===== config.mk =====
export PLATFORM = sky130hd
export DESIGN_NAME = websocket_frame_deframer
export DESIGN_NICKNAME = d
export VERILOG_FILES = /design/src/rtl/wsd_pkg.sv /design/src/rtl/wsd_front.sv /design/src/rtl/wsd_queue.sv /design/src/rtl/wsd_back.sv /design/src/rtl/websocket_frame_deframer.sv
export SDC_FILE = /design/constraint.sdc
export NUM_CORES = 1
export LEC_CHECK = 0
export BUFFER_PORTS_ARGS = -buffer_cell sky130_fd_sc_hd__buf_2
export CAP_MARGIN = 20
export CORE_ASPECT_RATIO = 1.25
export CORE_MARGIN = 2
export CORE_UTILIZATION = 55
export CTS_BUF_LIST = sky130_fd_sc_hd__clkbuf_4 sky130_fd_sc_hd__clkbuf_8
export DETAILED_ROUTE_END_ITERATION = 16
export GPL_TIMING_DRIVEN = 1
export PLACE_DENSITY = 0.72
export REMOVE_ABC_BUFFERS = 1
export SYNTH_ARGS = -nofsm -noshare
export SYNTH_HDL_FRONTEND = slang
export SYNTH_SLANG_ARGS = --single-unit

===== constraint.sdc =====
create_clock -name clk -period 4.5 [get_ports clk]
set_input_delay 0.45 -clock clk [delete_from_list [all_inputs] [get_ports clk]]
set_output_delay 0.45 -clock clk [all_outputs]
set_load 0.02 [all_outputs]

===== src/rtl/wsd_pkg.sv =====
package wsd_pkg;

    // result kinds
    localparam logic [1:0] KIND_PAYLOAD = 2'd0;
    localparam logic [1:0] KIND_EMPTY   = 2'd1;
    localparam logic [1:0] KIND_ERROR   = 2'd2;

    // header error codes
    localparam logic [2:0] ERR_NONE     = 3'd0;
    localparam logic [2:0] ERR_FRAG_CTL = 3'd1;
    localparam logic [2:0] ERR_RSV_BIT  = 3'd2;
    localparam logic [2:0] ERR_BAD_OP   = 3'd3;
    localparam logic [2:0] ERR_UNMASKED = 3'd4;

    // frame opcodes
    localparam logic [3:0] OP_CONT   = 4'h0;
    localparam logic [3:0] OP_TEXT   = 4'h1;
    localparam logic [3:0] OP_BINARY = 4'h2;
    localparam logic [3:0] OP_CLOSE  = 4'h8;
    localparam logic [3:0] OP_PING   = 4'h9;
    localparam logic [3:0] OP_PONG   = 4'ha;

    // header field constants
    localparam logic [6:0] LEN_EXT16 = 7'd126;
    localparam logic [6:0] LEN_EXT64 = 7'd127;

    // one classified request from the parser to the unmask stage
    typedef struct packed {
        logic [1:0] kind;
        logic [7:0] data;
        logic [7:0] key;
        logic [3:0] opcode;
        logic       fin;
        logic       last;
        logic [2:0] err;
    } cmd_t;

endpackage


===== src/rtl/wsd_front.sv =====
module wsd_front
(
    input  logic          clk,
    input  logic          rst_n,
    input  logic          accept,
    input  logic [7:0]    stream_byte,
    input  logic          new_connection,
    output logic          push,
    output wsd_pkg::cmd_t cmd
);

    typedef enum logic [2:0] {
        PH_HDR1,
        PH_HDR2,
        PH_EXTLEN,
        PH_MASK,
        PH_PAYLOAD,
        PH_HALT
    } phase_t;

    phase_t       phase_reg, phase_next;
    logic         fin_reg, fin_next;
    logic [3:0]   opcode_reg, opcode_next;
    logic [63:0]  rem_reg, rem_next;
    logic [2:0]   field_reg, field_next;
    logic [31:0]  key_reg, key_next;
    logic [1:0]   pos_reg, pos_next;

    phase_t       eff_phase;
    logic         eff_fin;
    logic [3:0]   eff_opcode;
    logic [63:0]  eff_rem;
    logic [2:0]   eff_field;
    logic [31:0]  eff_key;
    logic [1:0]   eff_pos;
    logic [63:0]  rem_dec;
    logic [3:0]   hdr_op;
    logic         bad_op;

    // a new connection restarts the parser before this byte is taken
    always_comb
    begin
        eff_phase  = new_connection ? PH_HDR1 : phase_reg;
        eff_fin    = new_connection ? 1'b0 : fin_reg;
        eff_opcode = new_connection ? 4'd0 : opcode_reg;
        eff_rem    = new_connection ? 64'd0 : rem_reg;
        eff_field  = new_connection ? 3'd0 : field_reg;
        eff_key    = new_connection ? 32'd0 : key_reg;
        eff_pos    = new_connection ? 2'd0 : pos_reg;
    end

    assign rem_dec = eff_rem - 64'd1;
    assign hdr_op  = stream_byte[3:0];
    assign bad_op  = (hdr_op > wsd_pkg::OP_BINARY && hdr_op < wsd_pkg::OP_CLOSE)
                     || hdr_op > wsd_pkg::OP_PONG;

    // header parse and request classification
    always_comb
    begin
        phase_next  = eff_phase;
        fin_next    = eff_fin;
        opcode_next = eff_opcode;
        rem_next    = eff_rem;
        field_next  = eff_field;
        key_next    = eff_key;
        pos_next    = eff_pos;
        push        = 1'b0;
        cmd.kind    = wsd_pkg::KIND_PAYLOAD;
        cmd.data    = stream_byte;
        cmd.key     = 8'd0;
        cmd.opcode  = eff_opcode;
        cmd.fin     = eff_fin;
        cmd.last    = 1'b1;
        cmd.err     = wsd_pkg::ERR_NONE;
        case (eff_phase)
            PH_HDR1:
            begin
                fin_next    = stream_byte[7];
                opcode_next = hdr_op;
                cmd.opcode  = hdr_op;
                cmd.fin     = stream_byte[7];
                cmd.kind    = wsd_pkg::KIND_ERROR;
                if (!stream_byte[7] && hdr_op[3])
                begin
                    push       = 1'b1;
                    cmd.err    = wsd_pkg::ERR_FRAG_CTL;
                    phase_next = PH_HALT;
                end
                else if (|stream_byte[6:4])
                begin
                    push       = 1'b1;
                    cmd.err    = wsd_pkg::ERR_RSV_BIT;
                    phase_next = PH_HALT;
                end
                else if (bad_op)
                begin
                    push       = 1'b1;
                    cmd.err    = wsd_pkg::ERR_BAD_OP;
                    phase_next = PH_HALT;
                end
                else
                begin
                    phase_next = PH_HDR2;
                end
            end
            PH_HDR2:
            begin
                if (!stream_byte[7])
                begin
                    push       = 1'b1;
                    cmd.kind   = wsd_pkg::KIND_ERROR;
                    cmd.err    = wsd_pkg::ERR_UNMASKED;
                    phase_next = PH_HALT;
                end
                else if (stream_byte[6:0] == wsd_pkg::LEN_EXT16)
                begin
                    rem_next   = 64'd0;
                    field_next = 3'd1;
                    phase_next = PH_EXTLEN;
                end
                else if (stream_byte[6:0] == wsd_pkg::LEN_EXT64)
                begin
                    rem_next   = 64'd0;
                    field_next = 3'd7;
                    phase_next = PH_EXTLEN;
                end
                else
                begin
                    rem_next   = {57'd0, stream_byte[6:0]};
                    field_next = 3'd3;
                    phase_next = PH_MASK;
                end
            end
            PH_EXTLEN:
            begin
                rem_next = {eff_rem[55:0], stream_byte};
                if (eff_field == 3'd0)
                begin
                    field_next = 3'd3;
                    phase_next = PH_MASK;
                end
                else
                begin
                    field_next = eff_field - 3'd1;
                end
            end
            PH_MASK:
            begin
                key_next = {eff_key[23:0], stream_byte};
                if (eff_field != 3'd0)
                begin
                    field_next = eff_field - 3'd1;
                end
                else
                begin
                    pos_next = 2'd0;
                    if (eff_rem == 64'd0)
                    begin
                        push       = 1'b1;
                        cmd.kind   = wsd_pkg::KIND_EMPTY;
                        phase_next = PH_HDR1;
                    end
                    else
                    begin
                        phase_next = PH_PAYLOAD;
                    end
                end
            end
            PH_PAYLOAD:
            begin
                push     = 1'b1;
                rem_next = rem_dec;
                pos_next = eff_pos + 2'd1;
                cmd.last = (rem_dec == 64'd0);
                case (eff_pos)
                    2'd0:    cmd.key = eff_key[31:24];
                    2'd1:    cmd.key = eff_key[23:16];
                    2'd2:    cmd.key = eff_key[15:8];
                    default: cmd.key = eff_key[7:0];
                endcase
                if (rem_dec == 64'd0)
                begin
                    phase_next = PH_HDR1;
                end
            end
            default:
            begin
                phase_next = eff_phase;
            end
        endcase
    end

    // parser state
    always_ff @(posedge clk or negedge rst_n)
    begin
        if (!rst_n)
        begin
            phase_reg  <= PH_HDR1;
            fin_reg    <= 1'b0;
            opcode_reg <= 4'd0;
            rem_reg    <= 64'd0;
            field_reg  <= 3'd0;
            key_reg    <= 32'd0;
            pos_reg    <= 2'd0;
        end
        else if (accept)
        begin
            phase_reg  <= phase_next;
            fin_reg    <= fin_next;
            opcode_reg <= opcode_next;
            rem_reg    <= rem_next;
            field_reg  <= field_next;
            key_reg    <= key_next;
            pos_reg    <= pos_next;
        end
    end

`ifndef SYNTHESIS
    // a halted parser stays silent until a new connection
    assert property (@(posedge clk) disable iff (!rst_n)
        (accept && phase_reg == PH_HALT && !new_connection) |-> !push)
        else $error("wsd_front: request issued while halted");

    // payload phase always has bytes left to deliver
    assert property (@(posedge clk) disable iff (!rst_n)
        (phase_reg == PH_PAYLOAD) |-> (rem_reg != 64'd0))
        else $error("wsd_front: payload phase with zero length left");
`endif

endmodule


===== src/rtl/wsd_queue.sv =====
module wsd_queue
#(
    parameter int DEPTH = 4
)
(
    input  logic          clk,
    input  logic          rst_n,
    input  logic          push,
    input  wsd_pkg::cmd_t push_cmd,
    output logic          full,
    input  logic          pop,
    output logic          head_valid,
    output wsd_pkg::cmd_t head_cmd
);

    localparam int PTR_W = (DEPTH > 1) ? $clog2(DEPTH) : 1;
    localparam int CNT_W = $clog2(DEPTH + 1);
    localparam logic [PTR_W-1:0] LAST_PTR  = PTR_W'(DEPTH - 1);
    localparam logic [CNT_W-1:0] DEPTH_CNT = CNT_W'(DEPTH);

    wsd_pkg::cmd_t    mem [DEPTH];
    logic [PTR_W-1:0] wr_ptr_reg, wr_ptr_next;
    logic [PTR_W-1:0] rd_ptr_reg, rd_ptr_next;
    logic [CNT_W-1:0] count_reg, count_next;

    assign full       = (count_reg == DEPTH_CNT);
    assign head_valid = (count_reg != '0);
    assign head_cmd   = mem[rd_ptr_reg];

    // pointer and fill count update
    always_comb
    begin
        wr_ptr_next = wr_ptr_reg;
        rd_ptr_next = rd_ptr_reg;
        count_next  = count_reg;
        if (push)
        begin
            wr_ptr_next = (wr_ptr_reg == LAST_PTR) ? '0 : wr_ptr_reg + 1'b1;
        end
        if (pop)
        begin
            rd_ptr_next = (rd_ptr_reg == LAST_PTR) ? '0 : rd_ptr_reg + 1'b1;
        end
        if (push && !pop)
        begin
            count_next = count_reg + 1'b1;
        end
        else if (pop && !push)
        begin
            count_next = count_reg - 1'b1;
        end
    end

    always_ff @(posedge clk or negedge rst_n)
    begin
        if (!rst_n)
        begin
            wr_ptr_reg <= '0;
            rd_ptr_reg <= '0;
            count_reg  <= '0;
        end
        else
        begin
            wr_ptr_reg <= wr_ptr_next;
            rd_ptr_reg <= rd_ptr_next;
            count_reg  <= count_next;
        end
    end

    // request storage
    always_ff @(posedge clk)
    begin
        if (push)
        begin
            mem[wr_ptr_reg] <= push_cmd;
        end
    end

`ifndef SYNTHESIS
    assert property (@(posedge clk) disable iff (!rst_n)
        count_reg <= DEPTH_CNT)
        else $error("wsd_queue: fill count beyond depth");

    assert property (@(posedge clk) disable iff (!rst_n)
        (push && !pop) |=> (count_reg == $past(count_reg) + 1'b1))
        else $error("wsd_queue: fill count missed a write");

    assert property (@(posedge clk) disable iff (!rst_n)
        pop |-> head_valid)
        else $error("wsd_queue: read from empty queue");
`endif

endmodule


===== src/rtl/wsd_back.sv =====
module wsd_back
(
    input  logic          clk,
    input  logic          rst_n,
    input  logic          head_valid,
    input  wsd_pkg::cmd_t head_cmd,
    output logic          pop,
    output logic          result_valid,
    input  logic          result_ready,
    output logic [1:0]    result_kind,
    output logic [7:0]    payload_byte,
    output logic [3:0]    frame_opcode,
    output logic          final_fragment,
    output logic          last_of_frame,
    output logic [2:0]    error_code
);

    logic       result_valid_reg, result_valid_next;
    logic [1:0] kind_reg;
    logic [7:0] byte_reg, byte_next;
    logic [3:0] opcode_reg;
    logic       fin_reg;
    logic       last_reg;
    logic [2:0] err_reg;

    // take the next request when the output register is free or drains
    assign pop = head_valid && (!result_valid_reg || result_ready);

    // unmask payload bytes, other kinds carry a zero byte
    assign byte_next = (head_cmd.kind == wsd_pkg::KIND_PAYLOAD)
                       ? (head_cmd.data ^ head_cmd.key) : 8'd0;

    always_comb
    begin
        result_valid_next = result_valid_reg;
        if (pop)
        begin
            result_valid_next = 1'b1;
        end
        else if (result_ready)
        begin
            result_valid_next = 1'b0;
        end
    end

    always_ff @(posedge clk or negedge rst_n)
    begin
        if (!rst_n)
        begin
            result_valid_reg <= 1'b0;
        end
        else
        begin
            result_valid_reg <= result_valid_next;
        end
    end

    // output payload register
    always_ff @(posedge clk)
    begin
        if (pop)
        begin
            kind_reg   <= head_cmd.kind;
            byte_reg   <= byte_next;
            opcode_reg <= head_cmd.opcode;
            fin_reg    <= head_cmd.fin;
            last_reg   <= head_cmd.last;
            err_reg    <= head_cmd.err;
        end
    end

    assign result_valid   = result_valid_reg;
    assign result_kind    = kind_reg;
    assign payload_byte   = byte_reg;
    assign frame_opcode   = opcode_reg;
    assign final_fragment = fin_reg;
    assign last_of_frame  = last_reg;
    assign error_code     = err_reg;

`ifndef SYNTHESIS
    assert property (@(posedge clk) disable iff (!rst_n)
        (result_valid && result_kind == wsd_pkg::KIND_ERROR)
            |-> (last_of_frame && error_code != wsd_pkg::ERR_NONE))
        else $error("wsd_back: error result without code or end mark");

    assert property (@(posedge clk) disable iff (!rst_n)
        (result_valid && result_kind != wsd_pkg::KIND_PAYLOAD) |-> (payload_byte == 8'd0))
        else $error("wsd_back: non-payload result carries data");
`endif

endmodule


===== src/rtl/websocket_frame_deframer.sv =====
// result path: an accepted request is registered into a queue entry, then into the output register (result_valid)
// throughput: one byte per cycle while the queue is not full, set by the header parser update
// (one 64-bit length decrement and zero compare per payload byte)
// a request queue of QUEUE_DEPTH entries decouples the parser from the output register
// reset: rst_n asynchronous, clears parser to header start and empties queue and output
module websocket_frame_deframer
#(
    parameter int QUEUE_DEPTH = 4
)
(
    input  logic       clk,
    input  logic       rst_n,
    input  logic       item_valid,
    output logic       item_ready,
    input  logic [7:0] stream_byte,
    input  logic       new_connection,
    output logic       result_valid,
    input  logic       result_ready,
    output logic [1:0] result_kind,
    output logic [7:0] payload_byte,
    output logic [3:0] frame_opcode,
    output logic       final_fragment,
    output logic       last_of_frame,
    output logic [2:0] error_code
);

    logic          accept;
    logic          push;
    logic          full;
    logic          pop;
    logic          head_valid;
    wsd_pkg::cmd_t push_cmd;
    wsd_pkg::cmd_t head_cmd;

    assign item_ready = !full;
    assign accept     = item_valid && item_ready;

    // header parser and request classification
    wsd_front u_front
    (
        .clk            (clk),
        .rst_n          (rst_n),
        .accept         (accept),
        .stream_byte    (stream_byte),
        .new_connection (new_connection),
        .push           (push),
        .cmd            (push_cmd)
    );

    // request queue
    wsd_queue
    #(
        .DEPTH (QUEUE_DEPTH)
    )
    u_queue
    (
        .clk        (clk),
        .rst_n      (rst_n),
        .push       (push && accept),
        .push_cmd   (push_cmd),
        .full       (full),
        .pop        (pop),
        .head_valid (head_valid),
        .head_cmd   (head_cmd)
    );

    // unmask and output register
    wsd_back u_back
    (
        .clk            (clk),
        .rst_n          (rst_n),
        .head_valid     (head_valid),
        .head_cmd       (head_cmd),
        .pop            (pop),
        .result_valid   (result_valid),
        .result_ready   (result_ready),
        .result_kind    (result_kind),
        .payload_byte   (payload_byte),
        .frame_opcode   (frame_opcode),
        .final_fragment (final_fragment),
        .last_of_frame  (last_of_frame),
        .error_code     (error_code)
    );

endmodule

# Word level (Yosys, flattened, before mapping)
# Memories as Yosys holds them, arrays and structs flattened.
# Cells that the tools add are included.
# word_totals
mem_count	1
mem_bits_rw	108
ff_bits	136
# classes
reduce_logical	25
order_cmp	3
addsub	7
muxes	61
eq_ne	11
n_bitwise	1
# mem_list
memory	words	width	read_ports	rd_ports_with_merged_regs	wr	line	text
u_queue.mem	4	27	1	0	1	wsd_queue.sv:21	wsd_pkg::cmd_t mem [DEPTH];
# ops
op	n
2-to-1 mux 64 bit	3
case mux 64 bit (3 select lines)	1
zero test 64 bit	2
2-to-1 mux 32 bit	2
subtractor 64 x 1 -> 64 bit (second input constant)	1
2-to-1 mux 3 bit	21
case mux 8 bit (3 select lines)	1
2-to-1 mux 1 bit	15
case mux 3 bit (5 select lines)	1
equality test 7 bit (second input constant)	2
2-to-1 mux 2 bit	7
case mux 3 bit (3 select lines)	1
2-to-1 mux 4 bit	2
2-to-1 mux 8 bit	1
bitwise XOR 8 bit	1
logical AND 1 bit	7
2-to-1 mux 7 bit	1
adder 2 x 1 -> 2 bit (second input constant)	3
equality test 2 bit (second input constant)	3
equality test 3 x 2 -> 1 bit (second input constant)	2
equality test 3 bit (second input constant)	2
zero test 3 bit	2
case mux 2 bit (3 select lines)	1
case mux 3 bit (2 select lines)	1
16 further kinds	25

# Longest topological paths before layout
# Gate-level depths: netlist of the first run.
# logic_depth
ltp_word	12
mapped_depth	23
ltp_nobuf	16

# Modules after synthesis
# A second synthesis of the first run with hierarchy kept.
# hier_totals
hier_cells	1286
hier_area_um2	13585.5
# modules_own_cells
mod	n_inst	cells_per_inst	area_per_inst_um2
wsd_front	1	1064	8493.1
wsd_queue	1	178	4321.6
wsd_back	1	41	752.0
websocket_frame_deframer	1	3	18.8

# Worst setup path before layout of the first run
# OpenSTA, ideal clock, no wires.
# synth_path
path_type	in2reg
from	in new_connection
to	mem u_queue.mem[3][0] (netlist bit), enable pin
path_slack_ps	-535
stages	18
t_arrival_ps	4648
t_required_ps	4114
path_cell_list	clkbuf_1 -> inv_1 -> clkbuf_1 -> clkbuf_1 -> clkbuf_1 -> clkbuf_1 -> nand2_1 -> ha_1 -> buf_2 -> or4b_1 -> buf_2 -> a22o_2 -> or3_4 -> nor2_4 -> o21a_4 -> nand3_2 -> a311oi_4 -> and2_1
# synth_via
elab_chain_len	8
elab_cells_between_ends	15
classes_between	3 x eq/ne; 8 x mux; 4 x reduce/logical
# synth_rtl
element	line	text
from (decl)	websocket_frame_deframer.sv:16	input logic new_connection,
2-to-1 mux 64 bit	wsd_front.sv:46	eff_rem = new_connection ? 64'd0 : rem_reg;
zero test 64 bit	wsd_front.sv:157	if (eff_rem == 64'd0)
2-to-1 mux 1 bit	wsd_front.sv:157	
2-to-1 mux 1 bit	wsd_front.sv:150	if (eff_field != 3'd0)
case mux 1 bit (4 select lines) *	wsd_front.sv:75	case (eff_phase)
logical AND 1 bit *	websocket_frame_deframer.sv:59	.push (push && accept),
via u_queue.push	wsd_queue.sv:8	input logic push,
2-to-1 mux 1 bit *	wsd_queue.sv:73	if (push)
2-to-1 mux 1 bit (not written as such) *	wsd_queue.sv:75	mem[wr_ptr_reg] <= push_cmd;
to (decl)	wsd_queue.sv:21	
# The timed path passes the listed nets; every way through them passes the cells marked *.

==> impl_metrics.py, run 1 <==
metrics = {
    "status": {
        "status": "finished clean",
    },
    "run": {
        "cap_violations": 0,
    },
    "pwr": {
        "switching_share": 0.436,
        "power_frac_comb": 0.438,
        "power_mw": 10.3,
        "power.leakage_nw": 5.57,
        "peakVddDrop_mv": 0.430,
        "power_frac_clock": 0.199,
        "power_frac_seq": 0.363,
        "power_density_nw_per_um2": 681,
        "p_int_mw": 5.81,
        "p_sw_mw": 4.49,
    },
    "floorplan": {
        "num_rows": 64,
        "start_util": 0.563,
        "die_area_um2": 26500,
        "core_area_um2": 24600,
        "chipHeight_um": 181,
        "ios": 34,
        "die_w_um": 146,
    },
    "clock_network": {
        "cts_inserted_buffers": 38,
        "clk_latency_ns": 0.56,
        "cts_num_sinks": 244,
        "clock_path_buffers": 3,
        "cts_tree": "built",
        "cts.clk_slew.worst_paths_ns": 0.06,
        "cts-root-buf": "clkbuf_8",
        "htreeDepth": 2,
    },
    "worst_setup_path": {
        "crit_type": "register to register",
        "worst-path-buf-inv": 1,
        "crit_start": "u_front.rem_reg[22]$_DFFE_PN0P_",
        "cpMaxStageDelayCell": "nor4_1",
        "end_kind": "register",
        "critPathMaxFanout": 11,
        "path_delay_family": "simple AND/OR/NAND/NOR gates",
        "cp_slowest_stage_delay_ns": 0.91,
        "r2r-start": "u_front.rem_reg[22]$_DFFE_PN0P_",
        "cp_cell_sequence": "buf_4 > nor4_1 > and4_1 > a41oi_2 > o22a_1 > a2111oi_0 > nand4_1 > nor4_2 > a21o_1",
        "required_ns": 4.87,
        "startpoint_type": "register",
        "critPathArrivalTime_ns": 4.54,
    },
    "placed_design": {
        "portBuffers": 33,
        "place_congestion": 1.00,
        "place_area_um2": 14300,
        "hpwl_mm": 27.5,
        "pre_cts_ws_ns": 0.284,
    },
    "synth": {
        "yosysSeqAreaShare": 0.487,
        "synth_edf_count": 127,
        "synth.distinct_cells": 90,
        "syn-cell-area_um2": 13900,
        "synthTopCellsByArea": "edfxtp_1 (28%), dfrtp_1 (21%), o21ai_0 (4.2%), a22oi_1 (3.6%), mux4_2 (3.1%)",
        "ys.flop_type": "edfxtp_1",
        "ys_warn_count": 0,
        "yosys.area_share.simple": 0.163,
        "synth_area_per_cell_um2": 10.1,
        "netlist_instances": 1372,
        "synthMuxAreaShare": 0.0434,
        "synth-seq-cells": 244,
        "yosys.area.top_type": "edfxtp_1",
        "synth_compound_area_frac": 0.214,
        "synthXorXnorAreaFrac": 0.0322,
        "synth.top_cell.area_share": 0.275,
        "synthArstFlopShare": 0.480,
        "synth_top_family_by_area": "compound AO/OA/AOI/OAI gates",
        "synth_fa_ha_area_frac": 0.0150,
    },
    "sta": {
        "period_minus_slack_ns": 4.17,
        "hold_violations": 0,
        "setup_slack_ns": 0.329,
        "post-route-period-util": 0.927,
        "skew_ns": 0.0306,
        "max-slew-margin-rel": 0.289,
        "fmax_mhz": 240,
        "slew_violations": 0,
        "rsz0062_at_grt": "no",
        "tightest_slew_ns": 1.06,
        "finalSetupViolCount": 0,
        "tns_ns": 0,
    },
    "global_route": {
        "grt_pass1_vias": 11443,
        "grt_pass1_wl_mm": 65.7,
        "grt_start_max_net_pins": 112,
        "antenna_found_initial": 0,
        "grt_overflow": 0,
        "grtUsageTotal": 0.315,
    },
    "finish": {
        "largest_reg_flops": 108,
        "antenna_cells": 0,
        "finalInstanceArea_um2": 15100,
        "area_growth_pct": 9.26,
        "layout.nets": 1390,
        "drive_gt1_frac": 0.151,
    },
    "detailed_routing": {
        "drtIter0Drc": 1299,
        "vias_per_cell": 6.87,
        "first_pass_iters": 6,
        "routedWlPerCell_um": 24.3,
        "route.detailed.drc": 0,
        "postRouteAntennaNets": 0,
        "routed_wl_mm": 41.8,
        "vias": 11822,
    },
    "hold_path": {
        "hold_start": "result_ready",
        "worstHoldPathType": "input port to register",
    },
}
-- cells in the final DEF, fill, tap and decap left out, drive strengths merged, types with 15 or more instances in the layout --
cell type and n:
a31oi 21, a22o 25, clkbuf 57, nand3 16, nor3 45, or4 21
nand2 112, a21oi 65, inv 31, ha 15, o21ai 120, edfxtp 127
xnor2 45, a22oi 66, mux4 19, buf 79, nor4 40, nor2 111
dfrtp 117
-- worst paths after layout --
check / slack (ns) / cells past startpoint / endpoint
worst max-delay path: 0.33 / 9 / u_queue.mem[3][3]$_DFFE_PP_
worst min-delay path: 0.1 / 2 / u_back.result_valid$_DFFE_PN0P_
worst max register to register: 0.33 / 9 / u_queue.mem[3][3]$_DFFE_PP_
worst min register to register: 0.49 / 2 / u_front.opcode_reg[3]$_DFFE_PN0P_
max in group asynchronous: 3.08 / 3 / u_queue.rd_ptr_reg[0]$_DFFE_PN0P_
min in group asynchronous: 0.45 / 2 / u_front.rem_reg[17]$_DFFE_PN0P_
-- synthesized netlist by cell type, types with 9 or more instances --
cell,instances
ha_1,15
nor4_1,34
clkbuf_1,113
a21oi_1,65
or4_1,20
nand2_1,112
mux4_2,19
a32oi_1,10
nor2b_1,12
o21ai_0,117
o21a_1,9
or3_1,12
a22oi_1,66
a22o_1,24
and3_1,9
a31oi_1,21
edfxtp_1,127
mux2_2,10
nor3_1,42
xnor2_1,45
nand3_1,15
and2_1,12
dfrtp_1,117
o22ai_1,13
nor2_1,109
o221ai_1,9
nand4_1,13
inv_1,29
-- cell families after synthesis --
logic type               count (synthesis)
multiplexers                            34
adder cells (fa/ha/maj)                 16
flip-flops                             244
XOR/XNOR                                51
AO/OA/AOI/OAI                          433
AND/OR/NAND/NOR                        433
buffers and inverters                  161
-- area by class of cell --
type                            count  area [um2]
Timing Repair Buffer               80         538
Clock buffer                       57         684
Tap cell                          330         413
Multi-Input combinational cell    967        6500
Sequential cell                   244        6740
Fill cell                        2070        9450
Clock inverter                     13         146
Inverter                           30         113
-- per-layer routing --
layer | part of all wire | GRT usage
met5 | 0 | 0
met4 | 0.063 | 0.185
met3 | 0.077 | 0.0472
met2 | 0.48 | 0.516
met1 | 0.38 | 0.400
-- what timing repair did --
action / 4_1_cts / 5_1_grt
hold buffers: 1 / 0
setup endpoints to repair: 0 / 0
hold endpoints to repair: 46 / 0
buffers inserted: 0 / 0
gates resized for setup: 0 / 0
-- stage by stage --
step / util / hold WS, ns / cells
after detailed placement: 0.581 / 0.475 / 1650
after floorplan: - / 0.154 / 1241
final: 0.616 / 0.0984 / 1721
after global placement: 0.581 / 0.462 / 1650
after CTS: 0.616 / 0.0653 / 1721
after global routing: 0.616 / 0.110 / 1721
-- worst register-to-register path, cell delays in order (launching register included) --
cell and delay, ns:
dfrtp_1 0.38, buf_4 0.18, nor4_1 0.91, and4_1 0.44, a41oi_2 0.33, o22a_1 0.28, a2111oi_0 0.62, nand4_1 0.22
nor4_2 0.39, a21o_1 0.25
-- power groups by stage --
stage	clock network, mW	registers (mW)	logic [mW]
after floorplan	0	3.72	2.73
after global placement	0	3.73	4.36
after detailed placement	0	3.74	4.39
after CTS	2.08	3.71	4.42
after global routing	2.18	3.80	4.83
final	2.05	3.75	4.51
No activity file was read; power rests on OpenSTA's default activity.
==> run 2: changes to the inputs <==
- CAP_MARGIN: 20 -> not set
- CORE_MARGIN: 2 -> 5
==> run 2 against run 1 <==
Die area is 7.6% higher. Global-route usage decreased by 3.7 points. Critical path depth rose by 4. Combinational power shrank 0.9%. Clock power is essentially flat. Via count fell by 1.4%. Hold slack gained 0.0092 ns. First-iteration DRC count fell by 4.3%. Sequential share of layout area fell by 0.088 points. Core utilization decreased by 1.0 points. Cell area grew 0.20%. Flip-flop and latch count is the same. Critical path type unchanged. Largest cell class unchanged. Largest power group unchanged.
==> impl_metrics.py, run 2 (synthesis gave the netlist of run 1 again) <==
metrics = {
    "clock_network": {
        "clock_path_buffers": 3,
        "htreeDepth": 2,
        "cts.clk_slew.worst_paths_ns": 0.06,
        "clk_latency_ns": 0.56,
        "cts_inserted_buffers": 39,
        "cts_setup_buffers": 0,
        "cts_tree": "built",
        "cts_num_sinks": 244,
        "cts-root-buf": "clkbuf_8",
    },
    "detailed_routing": {
        "first_pass_iters": 9,
        "drtIter0Drc": 1243,
        "routed_wl_mm": 40.8,
        "vias_per_cell": 6.74,
        "postRouteAntennaNets": 0,
        "route.detailed.drc": 0,
        "vias": 11661,
        "routedWlPerCell_um": 23.6,
    },
    "placed_design": {
        "portBuffers": 33,
        "place_area_um2": 14300,
        "hpwl_mm": 27.3,
        "pre_cts_ws_ns": 0.350,
        "place_congestion": 1.00,
        "place_inst": 1658,
    },
    "finish": {
        "layout.nets": 1394,
        "final_cell_mix": "edfxtp_1 (127), dfrtp_1 (117), o21ai_0 (116)",
        "ff_latch_area_um2": 6740,
        "largest_reg_flops": 108,
        "multi_input_area_um2": 6500,
        "layout_commonest_cell": "edfxtp_1",
        "stdcell_count": 1729,
        "drive_gt1_frac": 0.153,
        "finalInstanceArea_um2": 15200,
        "antenna_cells": 0,
        "area_growth_pct": 9.47,
        "finish.utilization": 0.605,
        "nFillCells": 2130,
    },
    "pwr": {
        "power_density_nw_per_um2": 677,
        "power.leakage_nw": 5.58,
        "power_mw": 10.3,
        "peakVddDrop_mv": 0.377,
    },
    "worst_setup_path": {
        "startpoint_type": "register",
        "crit_type": "register to register",
        "critPathArrivalTime_ns": 4.43,
        "regToRegSetupSlack_ns": 0.54,
        "end_kind": "register",
        "required_ns": 4.97,
        "critPathMaxFanout": 12,
    },
    "global_route": {
        "grt_start_max_net_pins": 161,
        "grt_overflow": 0,
        "grtUsageTotal": 0.279,
        "antenna_found_initial": 0,
        "grt_pass1_vias": 11194,
        "grt_pass1_wl_mm": 64.0,
    },
    "sta": {
        "setup_slack_ns": 0.538,
        "fmax_mhz": 252,
        "max-slew-margin-rel": 0.134,
        "skew_ns": 0.0266,
        "finalSetupViolCount": 0,
        "tightest_slew_ns": 1.30,
        "post-route-period-util": 0.880,
        "rsz0062_at_grt": "no",
        "slew_violations": 0,
        "period_minus_slack_ns": 3.96,
        "hold-worst-slack_ns": 0.108,
        "hold_violations": 0,
        "tns_ns": 0,
    },
    "status": {
        "status": "finished clean",
    },
    "floorplan": {
        "core_area_um2": 25000,
        "ios": 34,
        "die_w_um": 152,
        "die_area_um2": 28500,
        "start_util": 0.553,
        "num_rows": 65,
        "chipHeight_um": 187,
    },
    "hold_path": {
        "worstHoldPathType": "input port to register",
    },
    "run": {
        "cap_violations": 0,
    },
}
-- run 2: cell types whose count changed in the layout (fill, tap and decap cells not counted) --
cell,change
clkbuf_4,-6
clkinv_2,+6
buf_4,+3
clkbuf_8,-2
bufinv_16,+1
clkinv_8,+1
inv_6,+1
inv_8,-1
-- run 2: routing by layer --
layer  part of all wire  vias up  global-route usage
li1                   -     5231                   -
met1               0.38     5681               0.345
met2               0.49      599               0.472
met3              0.082      150              0.0553
met4              0.048        0               0.128
met5                  0        -                   0
-- run 2: timing repair --
action                                 4_1_cts  5_1_grt
endpoints found under the hold margin       38        0
resized for setup                            0        0
hold buffers                                 1        0
-- run 2: cell type report --
class,count,share of cell area
multi-input cells,967,0.429
clock buffers,49,0.0403
well taps,335,0.0276
flip-flops and latches,244,0.445
clock inverters,21,0.0145
repair buffers,83,0.0370
inverters,30,0.00743
-- run 2: final timing paths --
check                                                   from                                end  depth (start not counted)
max                          u_front.rem_reg[22]$_DFFE_PN0P_   u_queue.count_reg[2]$_DFFE_PN0P_                         13
min                                             result_ready    u_back.result_valid$_DFFE_PN0P_                          2
max reg2reg                  u_front.rem_reg[22]$_DFFE_PN0P_   u_queue.count_reg[2]$_DFFE_PN0P_                         13
min reg2reg                u_front.opcode_reg[3]$_DFFE_PN0P_  u_front.opcode_reg[3]$_DFFE_PN0P_                          2
max in group asynchronous                              rst_n  u_front.opcode_reg[0]$_DFFE_PN0P_                          3
min in group asynchronous                              rst_n    u_front.rem_reg[28]$_DFFE_PN0P_                          2
-- run 2: report_power, final --
part / internal [mW] / switching [mW]
registers: 2.97 / 0.777
logic: 1.72 / 2.75
clock network: 1.14 / 0.906
total: 5.83 / 4.44
-- run 2: worst max-delay path, cell delays in order, from the launching register on --
cell and delay [ns]:
dfrtp_1 0.51, or4_4 0.65, o41a_1 0.49, or3_4 0.44
nor2_4 0.15, o21a_4 0.14, nand3_2 0.11, a311oi_4 0.27
ha_1 0.24, inv_1 0.06, fa_1 0.37, xor2_1 0.17
nor2_1 0.13, xor2_1 0.15
